`src/rtl/egcd_pkg.sv`:
```
// shared constants and types for the extended gcd solver
// no dependencies
package egcd_pkg;

  localparam int unsigned DataWidth = 32;
  localparam int unsigned WideWidth = 64;

  typedef logic signed [DataWidth-1:0] data_t;
  typedef logic signed [WideWidth-1:0] wide_t;

  // request to the shared divider, and its reply
  typedef struct packed {
    logic  start;
    wide_t dividend;
    wide_t divisor;
  } div_req_t;

  typedef struct packed {
    logic  done;
    wide_t quotient;
    wide_t remainder;
  } div_rsp_t;

endpackage

```
`src/rtl/egcd_mac.sv`:
```
// shared multiply-subtract unit: acc - m1*m2, one partial product per cycle
// depends on egcd_pkg
module egcd_mac (
  input  logic            clk_i,
  input  logic            rst_ni,
  input  logic            start_i,
  input  egcd_pkg::wide_t acc_i,
  input  egcd_pkg::wide_t mul_a_i,
  input  egcd_pkg::wide_t mul_b_i,
  output logic            done_o,
  output egcd_pkg::wide_t result_o
);
  import egcd_pkg::*;

  // three 32x32 partial products form the low 64 bits; the product of the high halves is dropped
  localparam int unsigned HalfW = WideWidth / 2;

  logic [1:0]           step_q;
  logic                 busy_q, done_q;
  logic [WideWidth-1:0] a_q, b_q, sum_q;
  logic [HalfW-1:0]     pa, pb;
  logic [WideWidth-1:0] prod, term;

  always_comb begin
    pa   = step_q[0] ? a_q[WideWidth-1:HalfW] : a_q[HalfW-1:0];
    pb   = step_q[1] ? b_q[WideWidth-1:HalfW] : b_q[HalfW-1:0];
    prod = {{HalfW{1'b0}}, pa} * {{HalfW{1'b0}}, pb};
    case (step_q)
      2'd0:    term = prod;
      2'd1,
      2'd2:    term = {prod[HalfW-1:0], {HalfW{1'b0}}};
      default: term = '0;
    endcase
  end

  always_ff @(posedge clk_i or negedge rst_ni) begin
    if (!rst_ni) begin
      busy_q <= 1'b0;
      done_q <= 1'b0;
      step_q <= '0;
    end else begin
      done_q <= 1'b0;
      if (start_i) begin
        busy_q <= 1'b1;
        step_q <= '0;
      end else if (busy_q) begin
        step_q <= step_q + 1'b1;
        if (step_q == 2'd3) begin
          busy_q <= 1'b0;
          done_q <= 1'b1;
        end
      end
    end
  end

  always_ff @(posedge clk_i) begin
    if (start_i) begin
      a_q   <= mul_a_i;
      b_q   <= mul_b_i;
      sum_q <= acc_i;
    end else if (busy_q) begin
      sum_q <= sum_q - term;
    end
  end

  assign done_o   = done_q;
  assign result_o = sum_q;

endmodule

```
`config.mk`:
```
export PLATFORM = sky130hd
export DESIGN_NAME = egcd_mac
export DESIGN_NICKNAME = d
export VERILOG_FILES = /design/src/rtl/egcd_pkg.sv /design/src/rtl/egcd_mac.sv
export SDC_FILE = /design/constraint.sdc
export NUM_CORES = 2
export LEC_CHECK = 0
export BUFFER_PORTS_ARGS = -buffer_cell sky130_fd_sc_hd__buf_2
export CAP_MARGIN = 25
export CORE_MARGIN = 8
export CORE_UTILIZATION = 60
export CTS_CLUSTER_DIAMETER = 200
export DETAILED_ROUTE_END_ITERATION = 7
export GPL_TIMING_DRIVEN = 0
export PLACE_DENSITY = 0.88
export SLEW_MARGIN = 15
export SYNTH_ARGS = -nofsm -noshare
export SYNTH_HDL_FRONTEND = slang
export SYNTH_SLANG_ARGS = --single-unit
export TNS_END_PERCENT = 10
```
`constraint.sdc`:
```
create_clock -name clk_i -period 28.2 [get_ports clk_i]
set_input_delay 1.41 -clock clk_i [delete_from_list [all_inputs] [get_ports clk_i]]
set_output_delay 1.41 -clock clk_i [all_outputs]
set_load 0.05 [all_outputs]
```
==> results.ini <==
[clock_network]
clock-sinks=196
cts_buffers=17
root_buffer=clkbuf_16
holdBufCountCts=0
clkTransAtPathRegs_ps=110
cts_resized=0
clock_latency_ps=540
post_cts_buffers=0
htree_num_levels=4
clock_path_buffers=2
cts_tree=built

[grt]
globalRouteTotalUtil_pct=39.7
grt_pass1_wl_mm=241
grt_max_degree=77
grt_pass1_vias=39400
gr-total-overflow=0
grt_antenna_before_repair=4

[synthesis]
synth_top_family_by_area=adder cells
synth_common_cells=fa_1, inv_1, nand2_1, nor2_1, ha_1
synth-compound-area-share_pct=7.76
synth_area_per_cell_sq_um=9.22
synth_top_cell_by_area=fa_1
synth_xor_xnor_area_share_pct=2.15
synthesis.nets=6186
yosysWarnings=0
synth_top_area_share_pct=40.9
synth_edf_count=192
synth.most_common_cell=fa_1
ys_seq_area_share_pct=13.4
synth-simple-area-share_pct=13.6
synth_seq_cells=196
syn_inst=4761
synth.area.mux_share_pct=3.12
synth.top_cells.by_area=fa_1, edfxtp_1, ha_1
async_reset_ff_share_pct=2.04
yosys.cell_types.count=86
synthAdderAreaFrac_pct=50.4
syn_area_sq_mm=0.0439
synthFlopType=edfxtp_1

[finish]
stdcell_area_sq_mm=0.0476
fillers=5859
regArea_sq_mm=0.00587
area_growth_pct=8.37
multi_input_area_sq_mm=0.0339
drive_gt1_share_pct=8.95
final_nets=6495

[worst_setup_path]
cp.arrival_ps=13570
crit_top_cell=fa_1
r2r-start=step_q[0]
end_kind=flip-flop
cp_slowest_cell=mux2i_1
r2r_cells=41
startpoint_type=flip-flop
crit_start=step_q[0]
critPathRequiredTime_ps=28470
slowest_delay_ps=830
worstReg2RegEnd=result_o[62]
cp-endpoint=result_o[62]
r2r_slack_ps=14900
crit_type=flip-flop to flip-flop
path_max_fanout=10

[sta]
hold_violations=0
report.final.slew_viol_count=0
skew_ps=33.2
setup_tns_ps=0
setup_viol=0
fmax_mhz=75.2
post-route-min-period_ps=13300
relSlewSlack_pct=15.7
grt_setup_unrepaired=false
worst_pin_slew_ps=1270
period_share_pct=47.2

[detailed_routing]
dr.pass1.iters=8
routedWlPerCell_um=26.8
vias=37600
route.detailed.drc=5
route.met2.wl_mm=68.6
vias_per_cell=6.21
met3_length_mm=24.0
drt_iter0_markers=4471
highest_layer=met5
wl_met1_mm=55.2
antenna_left=0
routed_wl_mm=162

[place]
gp_congestion=1.07
place_area_sq_mm=0.0468
io_buffers=259
dp_hpwl_mm=136

[floorplan]
ios=260
die_h_um=287
die_w_um=287
num_rows=99
dieArea_sq_mm=0.0821
initial_core_util_pct=60.4
coreArea_sq_mm=0.0727

[run_status]
violations=DRC
status=complete, but fails checks

[min_path]
hold_path.class=flip-flop to flip-flop

[job]
cap_violations=0

-- critical path, delay by kind of cell, from the launching register on --
family	cells	cell delay, ps
fa+ha+maj	10	4880
compound gates	13	2950
buf+inv	10	2610
mux	2	970
simple gates	5	920
flops	1	440
xor+xnor	1	220
-- worst min-delay path by stage --
stage | startpoint | depth (start not counted) | end | slack, ps
after floorplan | busy_q | 2 | step_q[0] | 550
after global placement | busy_q | 2 | step_q[0] | 590
after detailed placement | busy_q | 2 | step_q[0] | 610
after CTS | busy_q | 2 | step_q[0] | 620
after global routing | busy_q | 2 | step_q[0] | 630
final | busy_q | 2 | step_q[0] | 620
-- metrics by stage --
step	std cells	setup slack, ps	hold WS [ps]	utilization, %
2_1_floorplan	4761	17720	555	-
5_1_grt	6042	14460	633	65.4
3_3_place_gp	5979	13880	589	63.8
4_1_cts	6034	15020	618	65.3
6_report	6046	14900	618	65.5
3_5_place_dp	6002	15120	608	64.4
-- cell families (layout without fill, tap and decap cells) --
group / count (synthesis) / after routing
flip-flops: 196 / 196
other: 0 / 4
buffers and inverters: 1113 / 1435
adder cells (fa/ha/maj): 1230 / 1230
XOR/XNOR: 106 / 106
multiplexers: 129 / 129
AND/OR/NAND/NOR: 1469 / 1469
AO/OA/AOI/OAI: 518 / 518
-- cells in the final DEF (no fill, tap or decap), types with 19 or more instances in the layout --
cell type,n
nand3_1,26
xnor2_1,62
fa_1,897
xor2_1,43
buf_6,24
a22oi_1,23
buf_2,268
mux2_2,55
a21o_1,58
inv_1,893
nor2_1,614
o21ai_0,112
nand2_1,663
mux2i_1,41
ha_1,333
o21bai_1,28
nor3_1,19
a21oi_1,141
clkbuf_1,193
edfxtp_1,192
mux2i_2,25
nand4_1,31
-- sequential cells by signal, indices dropped and copies added (netlist names) --
signal / cells
a_q: 64
b_q: 64
busy_q: 1
done_o: 1
result_o: 64
step_q: 2
-- metal layers --
layer | track usage [%] | vias to the layer above
met5 | 0 | -
met1 | 48.1 | 18500
li1 | - | 15400
met3 | 15.9 | 771
met4 | 26.7 | 4
met2 | 58.2 | 2867
-- final cells by class --
type                       count  share of cell area, %
tap                          959                   2.52
buffer                       220                   1.84
timing repair buffer         290                   3.52
inverter                     893                   7.04
sequential                   196                   12.3
clock buffer                  17                  0.894
clock inverter                15                  0.515
multi-input combinational   3452                   71.3
antenna                        4                 0.0210
Power is not shown: default switching activity piles up to over one toggle a cycle in this logic, so the estimate is an artifact.
