--- config.mk ---
export PLATFORM = sky130hd
export DESIGN_NAME = egcd_divider
export DESIGN_NICKNAME = d
export VERILOG_FILES = /design/src/rtl/egcd_pkg.sv /design/src/rtl/egcd_divider.sv
export SDC_FILE = /design/constraint.sdc
export NUM_CORES = 1
export LEC_CHECK = 0
export BUFFER_PORTS_ARGS = -buffer_cell sky130_fd_sc_hd__buf_2
export CORE_UTILIZATION = 48
export CTS_BUF_LIST = sky130_fd_sc_hd__clkbuf_4 sky130_fd_sc_hd__clkbuf_8
export CTS_CLUSTER_DIAMETER = 120
export CTS_CLUSTER_SIZE = 12
export DETAILED_ROUTE_END_ITERATION = 8
export GPL_TIMING_DRIVEN = 0
export PLACE_DENSITY = 0.78
export SKIP_CTS_REPAIR_TIMING = 1
export SYNTH_ARGS = -nofsm -noshare
export SYNTH_HDL_FRONTEND = slang
export SYNTH_SLANG_ARGS = --single-unit
--- constraint.sdc ---
create_clock -name clk_i -period 3.84 [get_ports clk_i]
set_input_delay 0.192 -clock clk_i [delete_from_list [all_inputs] [get_ports clk_i]]
set_output_delay 0.192 -clock clk_i [all_outputs]
set_load 0.01 [all_outputs]
--- src/rtl/egcd_pkg.sv ---
// shared constants and types for the extended gcd solver
// no dependencies
package egcd_pkg;

  localparam int unsigned DataWidth = 32;
  localparam int unsigned WideWidth = 64;

  typedef logic signed [DataWidth-1:0] data_t;
  typedef logic signed [WideWidth-1:0] wide_t;

  // request to the shared divider, and its reply
  typedef struct packed {
    logic  start;
    wide_t dividend;
    wide_t divisor;
  } div_req_t;

  typedef struct packed {
    logic  done;
    wide_t quotient;
    wide_t remainder;
  } div_rsp_t;

endpackage

--- src/rtl/egcd_divider.sv ---
// shared radix-2 signed divider, truncating quotient and remainder
// depends on egcd_pkg
module egcd_divider (
  input  logic                clk_i,
  input  logic                rst_ni,
  input  egcd_pkg::div_req_t  req_i,
  output egcd_pkg::div_rsp_t  rsp_o
);
  import egcd_pkg::*;

  localparam int unsigned CntW = $clog2(WideWidth);

  logic [WideWidth-1:0] rem_q, rem_d, quo_q, quo_d, dsr_q, dsr_d;
  logic                 neg_q_q, neg_q_d, neg_r_q, neg_r_d;
  logic                 busy_q, busy_d, done_q, done_d;
  logic [CntW-1:0]      cnt_q, cnt_d;
  logic [WideWidth:0]   trial;
  logic [WideWidth-1:0] shifted;

  always_comb begin
    shifted = {rem_q[WideWidth-2:0], quo_q[WideWidth-1]};
    trial   = {1'b0, shifted} - {1'b0, dsr_q};
  end

  // one quotient bit per cycle over magnitudes
  always_comb begin
    rem_d = rem_q; quo_d = quo_q; dsr_d = dsr_q;
    neg_q_d = neg_q_q; neg_r_d = neg_r_q;
    busy_d = busy_q; cnt_d = cnt_q; done_d = 1'b0;
    if (req_i.start) begin
      rem_d   = '0;
      quo_d   = req_i.dividend[WideWidth-1] ? -req_i.dividend : req_i.dividend;
      dsr_d   = req_i.divisor[WideWidth-1] ? -req_i.divisor : req_i.divisor;
      neg_q_d = req_i.dividend[WideWidth-1] ^ req_i.divisor[WideWidth-1];
      neg_r_d = req_i.dividend[WideWidth-1];
      busy_d  = 1'b1;
      cnt_d   = '0;
    end else if (busy_q) begin
      if (!trial[WideWidth]) begin
        rem_d = trial[WideWidth-1:0];
        quo_d = {quo_q[WideWidth-2:0], 1'b1};
      end else begin
        rem_d = shifted;
        quo_d = {quo_q[WideWidth-2:0], 1'b0};
      end
      cnt_d = cnt_q + 1'b1;
      if (cnt_q == CntW'(WideWidth-1)) begin
        busy_d = 1'b0;
        done_d = 1'b1;
      end
    end
  end

  always_ff @(posedge clk_i or negedge rst_ni) begin
    if (!rst_ni) begin
      busy_q <= 1'b0;
      done_q <= 1'b0;
      cnt_q  <= '0;
    end else begin
      busy_q <= busy_d;
      done_q <= done_d;
      cnt_q  <= cnt_d;
    end
  end

  always_ff @(posedge clk_i) begin
    rem_q <= rem_d; quo_q <= quo_d; dsr_q <= dsr_d;
    neg_q_q <= neg_q_d; neg_r_q <= neg_r_d;
  end

  assign rsp_o.done      = done_q;
  assign rsp_o.quotient  = neg_q_q ? -quo_q : quo_q;
  assign rsp_o.remainder = neg_r_q ? -rem_q : rem_q;

endmodule

==> results of run 1 <==
-- routing by layer --
metal / wire length (um) / vias up / track usage (%)
li1: - / 8132 / -
met1: 23900 / 8094 / 39.6
met2: 27000 / 847 / 49.9
met3: 4590 / 134 / 3.22
met4: 2310 / 0 / 12.9
met5: 0 / - / 0
-- logic make-up (layout without fill, tap and decap cells) --
family                   count (synthesis)  in the layout  synth area share [%]
adder cells (fa/ha/maj)                 70             70                  5.27
multiplexers                             8              8                 0.500
AO/OA/AOI/OAI                          602            602                  22.9
other                                    0              2                     0
AND/OR/NAND/NOR                        636            636                  18.4
buffers and inverters                  210            588                  4.78
flip-flops                             202            202                  32.1
XOR/XNOR                               306            306                  16.0
-- registers in the layout, indices dropped and copies added, names as in the netlist --
register	flops
neg_r_q	1
quo_q	64
busy_q	1
cnt_q	6
dsr_q	64
neg_q_q	1
rem_q	64
done_q	1
-- how the worst max path moves through the flow --
stage,to,slack (ps),start,cells past startpoint
6_report,rsp_o[63],-1310,rem_q[27],11
5_1_grt,rsp_o[63],-1420,rem_q[27],11
4_1_cts,rsp_o[59],-1440,rem_q[13],12
3_5_place_dp,rsp_o[59],-810,rem_q[11],12
3_3_place_gp,quo_q[29],-850,req_i[128],5
2_1_floorplan,rsp_o[63],-450,rem_q[11],11
-- final cells by class --
class | instances | share of cell area [%]
antenna | 2 | 0.0244
multi-input combinational | 1622 | 54.6
timing repair buffer | 345 | 10.3
tap | 455 | 2.77
inverter | 97 | 1.77
clock buffer | 36 | 1.99
sequential | 202 | 26.3
buffer | 110 | 2.21
-- cells in the mapped netlist (all sizes together), types with 13 or more instances --
| cell | number | area [um2] |
|---|---|---|
| inv | 97 | 364 |
| or4 | 40 | 312 |
| nor3 | 33 | 165 |
| nand2b | 25 | 156 |
| ha | 69 | 863 |
| a311oi | 26 | 228 |
| o21bai | 15 | 113 |
| or2 | 23 | 144 |
| a31oi | 13 | 81.3 |
| a21o | 26 | 195 |
| nand2 | 209 | 785 |
| nand4 | 37 | 231 |
| a21oi | 163 | 816 |
| o31ai | 73 | 548 |
| nand3 | 16 | 80.1 |
| xnor2 | 215 | 1880 |
| clkbuf | 105 | 395 |
| dfxtp | 64 | 1280 |
| or3 | 40 | 272 |
| o41ai | 38 | 348 |
| nor4 | 13 | 81.3 |
| nor2 | 170 | 638 |
| xor2 | 91 | 797 |
| o21ai | 162 | 811 |
| o21a | 14 | 105 |
| edfxtp | 130 | 3900 |
-- power groups by stage --
stage | Sequential [mW] | Combinational (mW) | Clock, mW
after floorplan | 2.66 | 1.09 | 0
after global placement | 2.69 | 1.71 | 0
after detailed placement | 2.70 | 1.73 | 0
after CTS | 2.65 | 1.74 | 1.47
after global routing | 2.69 | 2.07 | 1.54
final | 2.67 | 1.93 | 1.45
-- per-stage QoR --
stage	total power [mW]	worst slack (ps)	hold slack [ps]	instances
2_1_floorplan	3.74	-454	-104	2034
3_3_place_gp	4.40	-849	42.7	2747
3_5_place_dp	4.43	-809	42.7	2748
4_1_cts	5.86	-1440	-555	2784
5_1_grt	6.30	-1420	3.62	2867
6_report	6.05	-1310	-7.11	2869
-- cell usage in the layout, fill, tap and decap left out, types with 59 or more instances in the layout --
cell,Yosys,final
a21oi_1,163,162
buf_2,0,256
edfxtp_1,130,130
o21ai_0,161,135
xor2_1,91,91
inv_1,97,96
clkbuf_1,104,92
nand2_1,209,207
xnor2_1,215,203
ha_1,69,69
dfxtp_1,64,59
nor2_1,170,167
==> flow_summary.json, run 1 <==
{
  "grt_overflow_total": 0,
  "cts_tree": "built",
  "syn_nets": 2235,
  "ir_drop_v": 0.000185,
  "grt_first_pass_wirelength_um": 84200,
  "max_slew_margin_pct": 26.7,
  "p_leak_nw": 8.23,
  "coreArea_mm2": 0.0345,
  "first_pass_iters": 6,
  "ys.flop_type": "edfxtp_1",
  "power_density_mw_per_mm2": 295,
  "path_cells": "or4_1 -> or4_1 -> or2_2 -> or4_1 -> or3_4 -> or3_4 -> or3_4 -> or3_4 -> o41ai_4 -> xnor2_1 -> buf_2",
  "floorplan.initialDensity_pct": 48.6,
  "cp.arrival_ps": 4960,
  "pin_count": 260,
  "antenna_found_initial": 0,
  "cts_sinks": 202,
  "cts-root-buf": "clkbuf_8",
  "synth.ff_latch_count": 202,
  "end_kind": "output port",
  "design_area_mm2": 0.0205,
  "fin_ws_ps": -1310,
  "drive_above_1_share_pct": 19.7,
  "p_seq_share_pct": 44.1,
  "drt_iter0_markers": 1582,
  "routedWlPerCell_um": 20.2,
  "crit_slowest_cell": "or4_1",
  "maxCapViolCount": 0,
  "finalHoldViolations": 3,
  "viasPerCell": 6.00,
  "track_usage_pct": 30.0,
  "skew_ps": 38.5,
  "synth-edff-count": 130,
  "rsz0062_at_grt": "yes",
  "cp.buffers_inverters": 1,
  "min_to": "dsr_q[52]",
  "min_path_cells": 2,
  "finalSetupTns_ps": -30140,
  "wirelength_um": 57800,
  "path_max_fanout": 8,
  "cts.path.max_buffers": 3,
  "final_util_pct": 59.6,
  "synth.avg_cell_area_um2": 8.24,
  "tightest_slew_ps": 1100,
  "r2r_setup_slack_ps": 100,
  "place_area_mm2": 0.0188,
  "critPathMaxStageDelay_ps": 640,
  "grt_pass1_vias": 15300,
  "critPathLaunchType": "register",
  "n_fill_cell": 3105,
  "switching_share_pct": 34.2,
  "crit_family": "simple AND/OR/NAND/NOR gates",
  "ant_nets": 0,
  "io_buffers": 258,
  "power_frac_comb_pct": 31.9,
  "setup_viol": 50,
  "min_period_over_period_pct": 134,
  "cts.htree.levels": 1,
  "die_x_um": 189,
  "violations": "negative hold slack, negative setup slack",
  "hp-class": "input pin to register",
  "cts_buffers": 20,
  "min_period_ps": 5150,
  "die-height_um": 189,
  "ys_types": 70,
  "path_common_cell": "or3_4",
  "hold_ws_ps": -7.11,
  "vias": 17200,
  "regArea_mm2": 0.00539,
  "syn_to_final_growth_pct": 22.5,
  "critical_path_class": "register to output port",
  "synthesis.area_mm2": 0.0168,
  "hp-start": "req_i[52]",
  "netlist_instances": 2034,
  "maxSlewViolCount": 0,
  "ys_seq_area_share_pct": 32.1,
  "drc_errors": 0,
  "insertion_delay_ps": 560,
  "nets": 2599,
  "hpwlAfterDp_um": 44200,
  "grt_max_degree": 68,
  "multi_input_area_mm2": 0.0112,
  "pwr-share-clk_pct": 24.0,
  "async_reset_ff_share_pct": 3.96,
  "status": "finished with violations",
  "timing.rr.end": "rem_q[59]",
  "path_clk_slew_ps": 80,
  "r2r_cells": 13,
  "fmax_ghz": 0.194,
  "yosysWarningCount": 0,
  "r2r_start": "rem_q[18]",
  "crit_required_ps": 3650,
  "place.gp.congestion": 1.02,
  "p_sw_mw": 2.07,
  "rows": 68,
  "die_area_mm2": 0.0357,
  "internal_power_mw": 3.98
}
Power figures use the tool's default switching activity.
==> run 2: changes to the inputs <==
- SKIP_LAST_GASP: unset -> 1
==> run 2 against run 1 <==
The run still ends with negative hold slack, negative setup slack left; register-to-register slack lost 20 ps; first-iteration DRC count fell by 1.3%; setup slack better by 7.9 ps; die area did not move; flip-flop and latch count unchanged; global-route usage unchanged; power barely moved; core utilization about the same; via count about the same; sequential power is essentially flat; non-clock buffer count is the same; largest power group unchanged.
==> flow_summary.json, run 2 (synthesis gave the netlist of run 1 again) <==
{
  "status": "finished with violations",
  "violations": "negative hold slack, negative setup slack",
  "fin_ws_ps": -1300,
  "floorplan.initialDensity_pct": 48.6,
  "grt_max_degree": 68,
  "cts_sinks": 202,
  "drive_above_1_share_pct": 19.7,
  "grt_first_pass_wirelength_um": 84200,
  "skew_ps": 35.6,
  "cts.htree.levels": 1,
  "design_area_mm2": 0.0205,
  "maxCapViolCount": 0,
  "cts_tree": "built",
  "ant_nets": 0,
  "die_x_um": 189,
  "critPathLaunchType": "register",
  "rows": 68,
  "max_slew_margin_pct": 26.7,
  "io_buffers": 258,
  "crit_required_ps": 3650,
  "pin_count": 260,
  "drc_errors": 0,
  "ir_drop_v": 0.000187,
  "antenna_found_initial": 0,
  "biggestRegsByFlops": "dsr_q (64), quo_q (64), rem_q (64)",
  "hold_ws_ps": -8.31,
  "grt_pass1_vias": 15300,
  "layout_commonest_cell": "buf_2",
  "hpwlAfterDp_um": 44200,
  "cts_buffers": 20,
  "place_area_mm2": 0.0188,
  "path_clk_slew_ps": 80,
  "maxSlewViolCount": 0,
  "path_max_fanout": 8,
  "hp-class": "input pin to register",
  "min_period_ps": 5140,
  "rsz0062_at_grt": "yes",
  "cp.arrival_ps": 4950,
  "critical_path_class": "register to output port",
  "final_util_pct": 59.6,
  "cts-root-buf": "clkbuf_8",
  "p_total_mw": 6.05,
  "grt_overflow_total": 0,
  "nets": 2599,
  "tightest_slew_ps": 1100,
  "final_cell_mix": "256 x buf_2, 207 x nand2_1, 203 x xnor2_1",
  "routedWlPerCell_um": 20.2,
  "cts.path.max_buffers": 3,
  "fmax_ghz": 0.194,
  "coreArea_mm2": 0.0345,
  "min_period_over_period_pct": 134,
  "vias": 17200,
  "die-height_um": 189,
  "insertion_delay_ps": 560,
  "viasPerCell": 6.00,
  "finalHoldViolations": 2,
  "drt_iter0_markers": 1562,
  "wirelength_um": 57800,
  "power_density_mw_per_mm2": 295,
  "syn_to_final_growth_pct": 22.5,
  "p_leak_nw": 8.23,
  "preCtsSetupSlack_ps": -809,
  "track_usage_pct": 30.0,
  "place.gp.congestion": 1.02,
  "setup_viol": 50,
  "die_area_mm2": 0.0357,
  "first_pass_iters": 6,
  "end_kind": "output port"
}
run 2: path summary, 6_finish.rpt:
| kind | from | to | slack (ps) | cells after the start |
|---|---|---|---|---|
| setup / recovery | rem_q[27] | rsp_o[63] | -1300 | 11 |
| hold / removal | req_i[52] | dsr_q[52] | -8 | 2 |
| setup reg to reg | rem_q[18] | rem_q[59] | 80 | 13 |
| hold reg to reg | cnt_q[5] | cnt_q[5] | 560 | 2 |
| max in group asynchronous | rst_ni | cnt_q[3] | 3600 | 2 |
| min in group asynchronous | rst_ni | cnt_q[2] | 70 | 2 |
run 2: area by class of cell:
class                   instances  area, um2
fillers                      3106      13900
multi-input cells            1622      11200
flip-flops and latches        202       5390
repair buffers                345       2120
well taps                     455        569
plain buffers                 110        454
clock buffers                  36        408
inverters                      97        364
diodes                          1       2.50
run 2: critical path: stages, from the launching register on:
cell and delay [ps]:
dfxtp_1 430, or4_1 630, or4_1 450, or2_2 320
or4_1 460, or3_4 420, or3_4 350, or3_4 350
or3_4 390, o41ai_4 310, xnor2_1 140, buf_2 150
run 2: stage by stage:
step / setup TNS, ps / hold WS (ps) / cells
after floorplan: -1990 / -104 / 2034
after global placement: -86020 / 42.7 / 2747
after detailed placement: -38190 / 42.7 / 2748
after CTS: -61190 / -555 / 2784
after global routing: -34980 / 3.62 / 2867
final: -30150 / -8.31 / 2868
run 2: power by group:
| part | switching (mW) | internal [mW] | total, mW |
|---|---|---|---|
| combinational | 1.13 | 0.803 | 1.93 |
| clock | 0.785 | 0.663 | 1.45 |
| sequential | 0.157 | 2.51 | 2.67 |
| total | 2.07 | 3.98 | 6.05 |
run 2: layer usage:
metal  up-vias  GRT usage [%]  part of all wire (%)  wire, um
met5         -              0                     0         0
met4         0           12.9                   4.1      2360
met3       141           3.22                   7.9      4600
met2       854           49.9                    47     27000
met1      8086           39.6                    41     23900
li1       8132              -                     -         -
